--- config.mk ---
export PLATFORM = sky130hd
export DESIGN_NAME = sync_message_rendezvous_engine_top
export DESIGN_NICKNAME = d
export VERILOG_FILES = /design/src/rtl/smre_pkg.sv /design/src/rtl/smre_table.sv /design/src/rtl/smre_seq.sv /design/src/rtl/sync_message_rendezvous_engine_top.sv
export SDC_FILE = /design/constraint.sdc
export NUM_CORES = 1
export LEC_CHECK = 0
export ABC_AREA = 0
export BUFFER_PORTS_ARGS = -buffer_cell sky130_fd_sc_hd__buf_2
export CORE_ASPECT_RATIO = 1.2
export CORE_UTILIZATION = 56
export CTS_CLUSTER_SIZE = 8
export DETAILED_ROUTE_END_ITERATION = 8
export PLACE_DENSITY_LB_ADDON = 0.1
export SLEW_MARGIN = 5
export SYNTH_ARGS = -nofsm -noshare
export SYNTH_HDL_FRONTEND = slang
export SYNTH_HIERARCHICAL = 1
export SYNTH_SLANG_ARGS = --single-unit
--- constraint.sdc ---
create_clock -name clk -period 8.3 [get_ports clk]
set_input_delay 2.49 -clock clk [delete_from_list [all_inputs] [get_ports clk]]
set_output_delay 2.49 -clock clk [all_outputs]
set_load 0.02 [all_outputs]
--- src/rtl/smre_pkg.sv ---
// smre_pkg: shared types, codes and constants for the rendezvous engine
// depends on nothing
`timescale 1ns / 1ps
package smre_pkg;
	localparam int NPROC = 16;

	localparam logic [1:0] FN_SEND = 2'd0;
	localparam logic [1:0] FN_RECV = 2'd1;
	localparam logic [1:0] FN_POST = 2'd2;
	localparam logic [1:0] FN_BAD  = 2'd3;

	localparam logic [4:0] PEER_ANY = 5'd16;
	localparam logic [4:0] PEER_INT = 5'd17;
	localparam logic [4:0] NO_TASK  = 5'd18;
	localparam logic [4:0] LNK_NULL = 5'd16;

	localparam logic [2:0] ST_COPIED   = 3'd0;
	localparam logic [2:0] ST_NOTICE   = 3'd1;
	localparam logic [2:0] ST_BLOCKED  = 3'd2;
	localparam logic [2:0] ST_DEADLOCK = 3'd3;
	localparam logic [2:0] ST_INVALID  = 3'd4;
	localparam logic [2:0] ST_RECORDED = 3'd5;

	typedef struct packed {
		logic [1:0]  func;
		logic [3:0]  caller;
		logic [4:0]  peer;
		logic [31:0] buffer_addr;
	} req_t;

	typedef struct packed {
		logic [2:0]  status;
		logic [3:0]  dest_proc;
		logic [31:0] dest_buffer;
		logic [3:0]  src_proc;
		logic [31:0] src_buffer;
	} rsp_t;

	// one process table entry
	typedef struct packed {
		logic        sending;
		logic        receiving;
		logic [4:0]  send_target;
		logic [4:0]  recv_source;
		logic [31:0] pending_buffer;
		logic        int_pending;
		logic [4:0]  queue_head;
		logic [4:0]  queue_link;
	} ent_t;

	localparam ent_t ENT_RST = '{sending: 1'b0, receiving: 1'b0, send_target: NO_TASK,
		recv_source: NO_TASK, pending_buffer: 32'd0, int_pending: 1'b0,
		queue_head: LNK_NULL, queue_link: LNK_NULL};

	// table port request from the sequencer
	typedef struct packed {
		logic       rd;
		logic [3:0] raddr;
		logic       wr;
		logic [3:0] waddr;
		ent_t       wdata;
	} tport_t;
endpackage

--- src/rtl/smre_table.sv ---
// smre_table: process table memory, one read and one write port, valid bits per entry
// depends on smre_pkg
`timescale 1ns / 1ps
module smre_table (
	input  logic            clk,
	input  logic            arst_n,
	input  smre_pkg::tport_t port,
	output smre_pkg::ent_t   rdata
);
	import smre_pkg::*;

	ent_t            mem [NPROC];
	logic [NPROC-1:0] vld_q;
	logic            rvld_q;
	ent_t            rraw_q;

	// memory array, read data registered
	always_ff @(posedge clk) begin
		if (port.wr) begin
			mem[port.waddr] <= port.wdata;
		end
		if (port.rd) begin
			rraw_q <= mem[port.raddr];
		end
	end

	// valid bits, an unwritten entry reads as its reset value
	always_ff @(posedge clk or negedge arst_n) begin
		if (!arst_n) begin
			vld_q  <= '0;
			rvld_q <= 1'b0;
		end else begin
			if (port.wr) begin
				vld_q[port.waddr] <= 1'b1;
			end
			if (port.rd) begin
				rvld_q <= vld_q[port.raddr];
			end
		end
	end

	assign rdata = rvld_q ? rraw_q : ENT_RST;
endmodule

--- src/rtl/smre_seq.sv ---
// smre_seq: request sequencer, reads, modifies and writes back table entries
// depends on smre_pkg
`timescale 1ns / 1ps
module smre_seq (
	input  logic             clk,
	input  logic             arst_n,
	input  logic             req_valid,
	output logic             req_ready,
	input  smre_pkg::req_t   req,
	output logic             rsp_valid,
	input  logic             rsp_ready,
	output smre_pkg::rsp_t   rsp,
	output smre_pkg::tport_t port,
	input  smre_pkg::ent_t   rdata
);
	import smre_pkg::*;

	localparam logic [3:0] S_IDLE  = 4'd0;
	localparam logic [3:0] S_RDC   = 4'd1;  // caller entry read in flight
	localparam logic [3:0] S_CALL  = 4'd2;  // caller entry available
	localparam logic [3:0] S_DLK   = 4'd3;  // deadlock walk
	localparam logic [3:0] S_PEER  = 4'd4;  // send peer entry available
	localparam logic [3:0] S_QHD   = 4'd5;  // send: peer entry for queue head
	localparam logic [3:0] S_QTL   = 4'd6;  // send: walk to tail
	localparam logic [3:0] S_RFROM = 4'd7;  // receive: sender entry
	localparam logic [3:0] S_RCAL  = 4'd8;  // receive: release of the matched sender
	localparam logic [3:0] S_RWLK  = 4'd9;  // receive: predecessor search
	localparam logic [3:0] S_OUT   = 4'd10;
	localparam logic [3:0] S_FIN   = 4'd11; // final write of the caller entry of a blocked send
	localparam logic [3:0] S_WAIT  = 4'd12; // wait state for an overlapping read

	logic [3:0]  st_q;
	req_t        r_q;
	ent_t        call_q;   // caller entry, kept up to date
	ent_t        from_q;   // matched sender entry
	logic [3:0]  p_q;      // walk pointer
	logic [4:0]  n_q;      // walk step count
	logic [3:0]  from_id_q;
	logic        rv_q;
	rsp_t        rsp_q;
	logic [3:0]  ret_q;

	assign req_ready = (st_q == S_IDLE) && !rv_q;
	assign rsp_valid = rv_q;
	assign rsp       = rsp_q;

	function automatic rsp_t mk(input logic [2:0] s);
		rsp_t o;
		o = '0;
		o.status = s;
		return o;
	endfunction

	// control sequencer
	always_ff @(posedge clk or negedge arst_n) begin
		if (!arst_n) begin
			st_q <= S_IDLE;
			rv_q <= 1'b0;
			port <= '0;
		end else begin
			port.rd <= 1'b0;
			port.wr <= 1'b0;
			if (rv_q && rsp_ready) begin
				rv_q <= 1'b0;
			end
			case (st_q)
				S_IDLE: begin
					if (req_valid && !rv_q) begin
						r_q <= req;
						if (req.func > FN_POST) begin
							rsp_q <= mk(ST_INVALID);
							rv_q  <= 1'b1;
						end else begin
							port.rd    <= 1'b1;
							port.raddr <= req.caller;
							st_q       <= S_RDC;
						end
					end
				end
				S_RDC: st_q <= S_CALL;
				S_CALL: begin
					call_q <= rdata;
					if (r_q.func == FN_POST) begin
						port.wr    <= 1'b1;
						port.waddr <= r_q.caller;
						port.wdata <= rdata;
						if (rdata.receiving && (rdata.recv_source == PEER_ANY ||
							rdata.recv_source == PEER_INT)) begin
							port.wdata.receiving      <= 1'b0;
							port.wdata.recv_source    <= NO_TASK;
							port.wdata.pending_buffer <= '0;
							rsp_q <= '{status: ST_NOTICE, dest_proc: r_q.caller,
								dest_buffer: rdata.pending_buffer, src_proc: '0,
								src_buffer: '0};
						end else begin
							port.wdata.int_pending <= 1'b1;
							rsp_q <= mk(ST_RECORDED);
						end
						st_q <= S_OUT;
					end else if (rdata.sending || rdata.receiving) begin
						rsp_q <= mk(ST_INVALID);
						st_q  <= S_OUT;
					end else if (r_q.func == FN_SEND) begin
						if (r_q.peer[4] || r_q.peer[3:0] == r_q.caller) begin
							rsp_q <= mk(ST_INVALID);
							st_q  <= S_OUT;
						end else begin
							port.rd    <= 1'b1;
							port.raddr <= r_q.peer[3:0];
							p_q        <= r_q.peer[3:0];
							n_q        <= '0;
							ret_q      <= S_DLK;
							st_q       <= S_WAIT;
						end
					end else begin
						// receive
						if (r_q.peer[3:0] == r_q.caller && !r_q.peer[4]) begin
							rsp_q <= mk(ST_INVALID);
							st_q  <= S_OUT;
						end else if (r_q.peer > PEER_INT) begin
							rsp_q <= mk(ST_INVALID);
							st_q  <= S_OUT;
						end else if (rdata.int_pending && (r_q.peer == PEER_ANY ||
							r_q.peer == PEER_INT)) begin
							port.wr    <= 1'b1;
							port.waddr <= r_q.caller;
							port.wdata <= rdata;
							port.wdata.int_pending <= 1'b0;
							rsp_q <= '{status: ST_NOTICE, dest_proc: r_q.caller,
								dest_buffer: r_q.buffer_addr, src_proc: '0,
								src_buffer: '0};
							st_q <= S_OUT;
						end else if ((r_q.peer == PEER_ANY && !rdata.queue_head[4]) ||
							!r_q.peer[4]) begin
							from_id_q  <= (r_q.peer == PEER_ANY) ? rdata.queue_head[3:0]
								: r_q.peer[3:0];
							port.rd    <= 1'b1;
							port.raddr <= (r_q.peer == PEER_ANY) ? rdata.queue_head[3:0]
								: r_q.peer[3:0];
							ret_q      <= S_RFROM;
							st_q       <= S_WAIT;
						end else begin
							port.wr    <= 1'b1;
							port.waddr <= r_q.caller;
							port.wdata <= rdata;
							port.wdata.receiving      <= 1'b1;
							port.wdata.recv_source    <= r_q.peer;
							port.wdata.pending_buffer <= r_q.buffer_addr;
							rsp_q <= mk(ST_BLOCKED);
							st_q  <= S_OUT;
						end
					end
				end
				S_WAIT: st_q <= ret_q;
				S_DLK: begin
					// rdata is entry p_q
					if (n_q == 5'(NPROC) || !rdata.sending) begin
						port.rd    <= 1'b1;
						port.raddr <= r_q.peer[3:0];
						ret_q      <= S_PEER;
						st_q       <= S_WAIT;
					end else if (rdata.send_target == {1'b0, r_q.caller}) begin
						rsp_q <= mk(ST_DEADLOCK);
						st_q  <= S_OUT;
					end else if (rdata.send_target[4]) begin
						port.rd    <= 1'b1;
						port.raddr <= r_q.peer[3:0];
						ret_q      <= S_PEER;
						st_q       <= S_WAIT;
					end else begin
						port.rd    <= 1'b1;
						port.raddr <= rdata.send_target[3:0];
						p_q        <= rdata.send_target[3:0];
						n_q        <= n_q + 5'd1;
						ret_q      <= S_DLK;
						st_q       <= S_WAIT;
					end
				end
				S_PEER: begin
					if (rdata.receiving && (rdata.recv_source == {1'b0, r_q.caller} ||
						rdata.recv_source == PEER_ANY)) begin
						port.wr    <= 1'b1;
						port.waddr <= r_q.peer[3:0];
						port.wdata <= rdata;
						port.wdata.receiving      <= 1'b0;
						port.wdata.recv_source    <= NO_TASK;
						port.wdata.pending_buffer <= '0;
						rsp_q <= '{status: ST_COPIED, dest_proc: r_q.peer[3:0],
							dest_buffer: rdata.pending_buffer, src_proc: r_q.caller,
							src_buffer: r_q.buffer_addr};
						st_q <= S_OUT;
					end else begin
						call_q.sending        <= 1'b1;
						call_q.send_target    <= r_q.peer;
						call_q.pending_buffer <= r_q.buffer_addr;
						call_q.queue_link     <= LNK_NULL;
						if (rdata.queue_head[4]) begin
							port.wr    <= 1'b1;
							port.waddr <= r_q.peer[3:0];
							port.wdata <= rdata;
							port.wdata.queue_head <= {1'b0, r_q.caller};
							from_id_q  <= r_q.caller;
							st_q       <= S_FIN;
						end else begin
							port.rd    <= 1'b1;
							port.raddr <= rdata.queue_head[3:0];
							p_q        <= rdata.queue_head[3:0];
							n_q        <= '0;
							ret_q      <= S_QTL;
							st_q       <= S_WAIT;
						end
					end
				end
				S_QTL: begin
					if (rdata.queue_link[4] || n_q == 5'(NPROC - 1)) begin
						port.wr    <= 1'b1;
						port.waddr <= p_q;
						port.wdata <= rdata;
						port.wdata.queue_link <= {1'b0, r_q.caller};
						st_q       <= S_FIN;
					end else begin
						port.rd    <= 1'b1;
						port.raddr <= rdata.queue_link[3:0];
						p_q        <= rdata.queue_link[3:0];
						n_q        <= n_q + 5'd1;
						ret_q      <= S_QTL;
						st_q       <= S_WAIT;
					end
				end
				S_FIN: begin
					// caller of a blocked send, now the tail of the peer's queue
					port.wr    <= 1'b1;
					port.waddr <= r_q.caller;
					port.wdata <= call_q;
					rsp_q <= mk(ST_BLOCKED);
					st_q  <= S_OUT;
				end
				S_RFROM: begin
					if (!r_q.peer[4] && !(rdata.sending &&
						rdata.send_target == {1'b0, r_q.caller})) begin
						port.wr    <= 1'b1;
						port.waddr <= r_q.caller;
						port.wdata <= call_q;
						port.wdata.receiving      <= 1'b1;
						port.wdata.recv_source    <= r_q.peer;
						port.wdata.pending_buffer <= r_q.buffer_addr;
						rsp_q <= mk(ST_BLOCKED);
						st_q  <= S_OUT;
					end else begin
						from_q <= rdata;
						rsp_q <= '{status: ST_COPIED, dest_proc: r_q.caller,
							dest_buffer: r_q.buffer_addr, src_proc: from_id_q,
							src_buffer: rdata.pending_buffer};
						if (call_q.queue_head == {1'b0, from_id_q}) begin
							port.wr    <= 1'b1;
							port.waddr <= r_q.caller;
							port.wdata <= call_q;
							port.wdata.queue_head <= rdata.queue_link;
							st_q <= S_RCAL;
						end else if (call_q.queue_head[4]) begin
							st_q <= S_RCAL;
						end else begin
							port.rd    <= 1'b1;
							port.raddr <= call_q.queue_head[3:0];
							p_q        <= call_q.queue_head[3:0];
							n_q        <= '0;
							ret_q      <= S_RWLK;
							st_q       <= S_WAIT;
						end
					end
				end
				S_RWLK: begin
					if (rdata.queue_link == {1'b0, from_id_q}) begin
						port.wr    <= 1'b1;
						port.waddr <= p_q;
						port.wdata <= rdata;
						port.wdata.queue_link <= from_q.queue_link;
						st_q <= S_RCAL;
					end else if (rdata.queue_link[4] || n_q == 5'(NPROC - 1)) begin
						st_q <= S_RCAL;
					end else begin
						port.rd    <= 1'b1;
						port.raddr <= rdata.queue_link[3:0];
						p_q        <= rdata.queue_link[3:0];
						n_q        <= n_q + 5'd1;
						ret_q      <= S_RWLK;
						st_q       <= S_WAIT;
					end
				end
				S_RCAL: begin
					// release the matched sender
					port.wr    <= 1'b1;
					port.waddr <= from_id_q;
					port.wdata <= from_q;
					port.wdata.queue_link     <= LNK_NULL;
					port.wdata.pending_buffer <= '0;
					port.wdata.send_target    <= NO_TASK;
					port.wdata.sending        <= 1'b0;
					st_q <= S_OUT;
				end
				S_OUT: begin
					rv_q <= 1'b1;
					st_q <= S_IDLE;
				end
				default: st_q <= S_IDLE;
			endcase
		end
	end
endmodule

--- src/rtl/sync_message_rendezvous_engine_top.sv ---
// sync_message_rendezvous_engine_top: rendezvous engine, sequencer and process table
// handles one request at a time; a send may add deadlock and queue walks to a plain request
// each walk step is a registered table read followed by a wait state, bounded against NPROC
// a new request is taken only once the previous response has been accepted
// asynchronous active-low reset empties the table at once through per-entry valid bits
// depends on smre_pkg, smre_seq, smre_table
`timescale 1ns / 1ps
module sync_message_rendezvous_engine_top (
	input  logic           clk,
	input  logic           arst_n,
	input  logic           in_valid,
	output logic           in_ready,
	input  smre_pkg::req_t in_data,
	output logic           out_valid,
	input  logic           out_ready,
	output smre_pkg::rsp_t out_data
);
	import smre_pkg::*;

	tport_t port;
	ent_t   rdata;

	// request sequencer
	smre_seq u_seq (
		.clk(clk), .arst_n(arst_n),
		.req_valid(in_valid), .req_ready(in_ready), .req(in_data),
		.rsp_valid(out_valid), .rsp_ready(out_ready), .rsp(out_data),
		.port(port), .rdata(rdata)
	);

	// process table
	smre_table u_tbl (.clk(clk), .arst_n(arst_n), .port(port), .rdata(rdata));
endmodule

## After elaboration in Yosys (flattened, before gate mapping)

Memory sizes are Yosys's and may differ from the RTL's. A register that Yosys moved wholly into a read port is not among the register bits.
Cells that the tools add are included.

- Multiplexer cells: 152
- Reductions and logical operators: 43
- Order comparisons: 5
- Add/subtract/negate cells: 1
- Bitwise gates (word level): 2
- Equality and inequality tests: 66

Operators by type and width:

| kind | count |
|---|---|
| 2-to-1 mux 75 bit | 14 |
| 2-to-1 mux 60 bit | 10 |
| case mux 75 bit (6 select lines) | 1 |
| case mux 60 bit (7 select lines) | 1 |
| 2-to-1 mux 4 bit | 52 |
| 2-to-1 mux 65 bit | 3 |
| 2-to-1 mux 5 bit | 32 |
| 2-to-1 mux 74 bit | 1 |
| case mux 32 bit (2 select lines) | 1 |
| 2-to-1 mux 55 bit | 1 |
| case mux 4 bit (6 select lines) | 2 |
| inequality test 2 bit (second input constant) | 21 |
| case mux 4 bit (10 select lines) | 1 |
| 2-to-1 mux 37 bit | 1 |
| 2-to-1 mux 3 bit | 12 |
| case mux 5 bit (7 select lines) | 1 |
| 2-to-1 mux 32 bit | 1 |
| case mux 5 bit (6 select lines) | 1 |
| equality test 5 bit (second input constant) | 5 |
| inequality test 3 x 2 -> 1 bit (second input constant) | 8 |
| equality test 4 bit (second input constant) | 5 |
| equality test 5 x 4 -> 1 bit | 4 |
| case mux 5 bit (2 select lines) | 2 |
| AND reduction 18 bit | 1 |
| 40 further kinds | 88 |

- Input bits: 47
- Word-level logic and storage cells: 312
- Bits in writable memories: 880
- Memories: 1
- Register bits after elaboration: 294
- Output and inout bits: 77

Memory list:

| memory | depth | width | read ports | clocked after memory_dff | write ports | RTL line | source |
|---|---|---|---|---|---|---|---|
| u_tbl.mem | 16 | 55 | 1 | 1 | 1 | smre_table.sv:12 | `ent_t mem [NPROC];` |

## Depth between registers and ports, before layout

- Depth after elaboration: 12
- Gate-level depth with buffers: 12
- Depth with buffers taken out: 10

## Modules after synthesis

The synthesis kept the hierarchy.

By module, submodules not included:

| module | times used | sequential area each (µm²) | area an instance (µm²) | cells each |
|---|---|---|---|---|
| smre_table | 1 | 28502.3 | 35825.6 | 1397 |
| smre_seq | 1 | 7967.6 | 13256.5 | 1193 |

## Least setup slack after synthesis

No wires, ideal clock.

- Kind: input to register
- Start: in in_valid
- End: reg u_seq.rsp_q (netlist bit u_seq/rsp[0]) (enable)
- Required time: 7.684 ns
- Library setup time: 0.616 ns
- Stages: 5
- Arrival time: 8.433 ns
- Path buffers: 0
- Setup slack: -0.749 ns
- Cell sequence: nor2b_1 -> nand3_1 -> nor2_1 -> o21ai_0 -> nor3b_1

- Longest elaborated chain between the ends: 3

Ends and longest elaborated chain:

| what | RTL line | source |
|---|---|---|
| start: declaration | sync_message_rendezvous_engine_top.sv:11 | `input logic in_valid,` |
| logical AND 1 bit | smre_seq.sv:68 | `if (req_valid && !rv_q) begin` |
| inequality test 2 bit (no source line) | - |  |
| AND reduction 9 bit (no source line) | - |  |
| end signal: assignment | smre_seq.sv:71 | `rsp_q <= mk(ST_INVALID);` |
| end signal: assignment | smre_seq.sv:92 | `rsp_q <= '{status: ST_NOTICE, dest_proc: r_q.caller,` |
| end signal: assignment | smre_seq.sv:97 | `rsp_q <= mk(ST_RECORDED);` |
| end: declaration | smre_seq.sv:40 | `rsp_t rsp_q;` |

No other way between the ends.
A chain may end at the register's enable or synchronous reset.

## Final worst setup path

- Start: reg u_seq.st_q[0]
- End: out in_ready

- Longest elaborated chain between the ends: 2

Ends and longest elaborated chain:

| what | RTL line | source |
|---|---|---|
| start: declaration | smre_seq.sv:32 | `logic [3:0] st_q;` |
| start signal: assignment | smre_seq.sv:154 | `S_WAIT: st_q <= ret_q;` |
| zero test 4 bit | smre_seq.sv:43 | `assign req_ready = (st_q == S_IDLE) && !rv_q;` |
| logical AND 1 bit | smre_seq.sv:43 |  |
| end: declaration | sync_message_rendezvous_engine_top.sv:12 | `output logic in_ready,` |

No other way between the ends.

==> results.ini <==
[status]
status=complete, no violations

[floorplanning]
fp.dieW_um=272
row_count=118
core_area_mm2=0.0865
fp.dieArea_mm2=0.0888
die_h_um=326
start_util_pct=56.7
io_pins=124

[yosys]
synth_area_mm2=0.0491
synth.area.top_cells=edfxtp_1, mux4_2, dfrtp_1
synth_top_cell_by_area=edfxtp_1
synth_most_common_cell=edfxtp_1
synth_compound_area_share_pct=5.59
syn_inst=2590
yosysUniqueCellTypes=71
synth_nets=2640
synth_edf_count=1142
yosys.area_share.xor_xnor_pct=0.393
synth_fa_ha_area_share_pct=0.0765
ys_ff_latch=1229
ys_warn_count=6
syn_area_per_cell_um2=19.0
synthFlopType=edfxtp_1
yosysSeqAreaShare_pct=74.3
synth_common_cells=edfxtp_1, mux4_2, nand2_1
synthSimpleGateAreaFrac_pct=4.71
async_flop_share_pct=7.08
synth_top_area_share_pct=69.9
synth_mux_area_share_pct=12.9
synth_top_family_by_area=multiplexers

[power]
power.switching_mw=5.77
power_switching_share_pct=29.5
leakagePower_nw=18.8
clock_power_share_pct=31.2
vdd_drop_max_v=0.000227
seq_power_share_pct=49.1
p_per_area_mw_per_mm2=352
p_comb_share_pct=19.6
p_int_mw=13.8

[timing]
tns_ns=0
post-route-period-util_pct=60.5
setup_viol=0
rsz0062_at_grt=false
tightest_slew_ns=1.20
fin_crit_ns=5.02
fmax_mhz=199
drv_slew=0
slew_headroom_pct=20.1
fin_worst_skew_ns=0.0289
hold_viol_final=0

[final_layout]
drive_gt1_share_pct=24.5
nets=2835
num-fill-cells=5857
area_growth_pct=13.2
regArea_mm2=0.0365
final_area_mm2=0.0555
multi_input_area_mm2=0.0118
final_core_util_pct=64.2

[cts]
clockBufferDepth=3
cts_tree=built
root_buffer=clkbuf_16
clk_pin_slew_ns=0.05
cts_setup_buffers=0
cts.sinks=1229
cts_resized=0
cts_hold_buf=0
cts_buffers=171
htreeDepth=4
clk_latency_ns=0.74

[global_routing]
grt_pass1_wl_um=180000
busiest_layer=met2
overflow=0
grt_max_degree=101
grt_antenna_before_repair=8
grtUsageMet3_pct=4.80
use_met1_pct=42.2
grt_use_total_pct=28.2
use_met2_pct=43.4
grt_pass1_vias=26700

[hold_path]
min_path_cells=1
hp-start=u_tbl/vld_q[8]
hold_class=flop to flop

[placement]
dpl_cell_area_mm2=0.0509
numPortBuffers=123
gp_congestion=0.904
hpwl_um=69200

[route]
drt_drc_violations_left=0
wl_per_cell_um=30.9
vias_per_cell=6.65
drt_iter0_drc=3316
drtAntennaViolNets=0
firstDrtPassIters=5
totalWireLength_um=123000
vias=26400

[setup_path]
reg2reg_depth=9
rr_startpoint=u_tbl/rvld_q
worst_setup_path_end_kind=output port
crit_start=u_seq/st_q[0]
critical_path_arrival_ns=2.53
critPathLaunchType=flop
critPathMaxFanout=26
cp.required_ns=5.81
worst-setup-path-type=flop to output port

[run]
drv_cap=0

## layout by cell type (no fill, tap or decap), drive strengths merged, types with 5 or more instances in the layout
master	n
a21oi	65
dfrtp	87
a22oi	9
a221o	53
or2	17
a211oi	5
a21o	11
and2	62
nand2	248
nor3	21
o21ai	68
buf	171
o211ai	38
nand2b	19
mux4	279
a22o	76
nor2	51
a31oi	5
a32oi	5
inv	63
nand3	17
a222oi	10
nor2b	7
edfxtp	1142
clkbuf	213
xnor2	5
nor4b	5
xor2	17
## final cells by class
cell class                 count  area share [%]
sequential                  1229            65.7
multi-input combinational   1157            21.3
clock buffer                 213            8.10
tap                         1140            2.57
timing repair buffer         171            1.83
inverter                      55           0.372
clock inverter                10           0.162
antenna                        4          0.0180
## sequential cells by signal (all words and copies together) (netlist names)
signal	count
u_seq/st_q	4
u_seq/port	65
u_seq/from_id_q	4
u_tbl/vld_q	16
u_seq/p_q	4
u_seq/call_q	55
u_seq/n_q	5
u_seq/rsp_valid	1
u_tbl/mem	880
u_seq/rsp	75
u_tbl/rraw_q	55
u_seq/from_q	17
u_tbl/rvld_q	1
u_seq/r_q	43
u_seq/ret_q	4
## worst max-delay path: stages (launching register included)
cell	delay (ns)
dfrtp_1	0.70
nor2_1	0.66
nand2_1	0.15
nor2_1	0.12
buf_2	0.17
## worst paths after layout
check	slack, ns	to
max in group asynchronous	5.30	u_tbl/rvld_q
worst min register to register	0.46	u_tbl/vld_q[8]
worst min-delay path	0.46	u_tbl/vld_q[8]
worst max register to register	3.31	u_seq/port[8]
min in group asynchronous	1.81	u_seq/port[20]
worst max-delay path	3.28	in_ready
## stage by stage
step                total power [mW]  hold slack, ns  setup WS, ns  cells
floorplan                       12.0           0.434          1.89   2590
global placement                13.4           0.446          3.49   3752
detailed placement              13.6           0.450          3.31   3752
CTS                             19.7           0.461          3.27   3975
global route                    20.3           0.467          2.91   3975
finish                          19.6           0.461          3.28   3979
## power groups by stage
stage               combinational, mW  clock [mW]  sequential [mW]
detailed placement               3.84           0             9.72
finish                           3.85        6.11             9.62
CTS                              3.86        6.21             9.62
global route                     4.09        6.44             9.76
floorplan                        2.84           0             9.18
global placement                 3.78           0             9.62
## per-layer routing
layer / routed length (µm) / vias to the layer above
li1: - / 10900
met1: 51300 / 14000
met2: 58400 / 1390
met3: 10300 / 204
met4: 2790 / 2
met5: 11 / -
## cells by family (layout without fill, tap and decap cells)
logic type               after synthesis  after routing
AO/OA/AOI/OAI                        371            371
XOR/XNOR                              22             22
AND/OR/NAND/NOR                      477            477
other                                  0              4
buffers and inverters                204            449
multiplexers                         284            284
adder cells (fa/ha/maj)                3              3
flip-flops                          1229           1229
(Power assumes the default switching activity.)
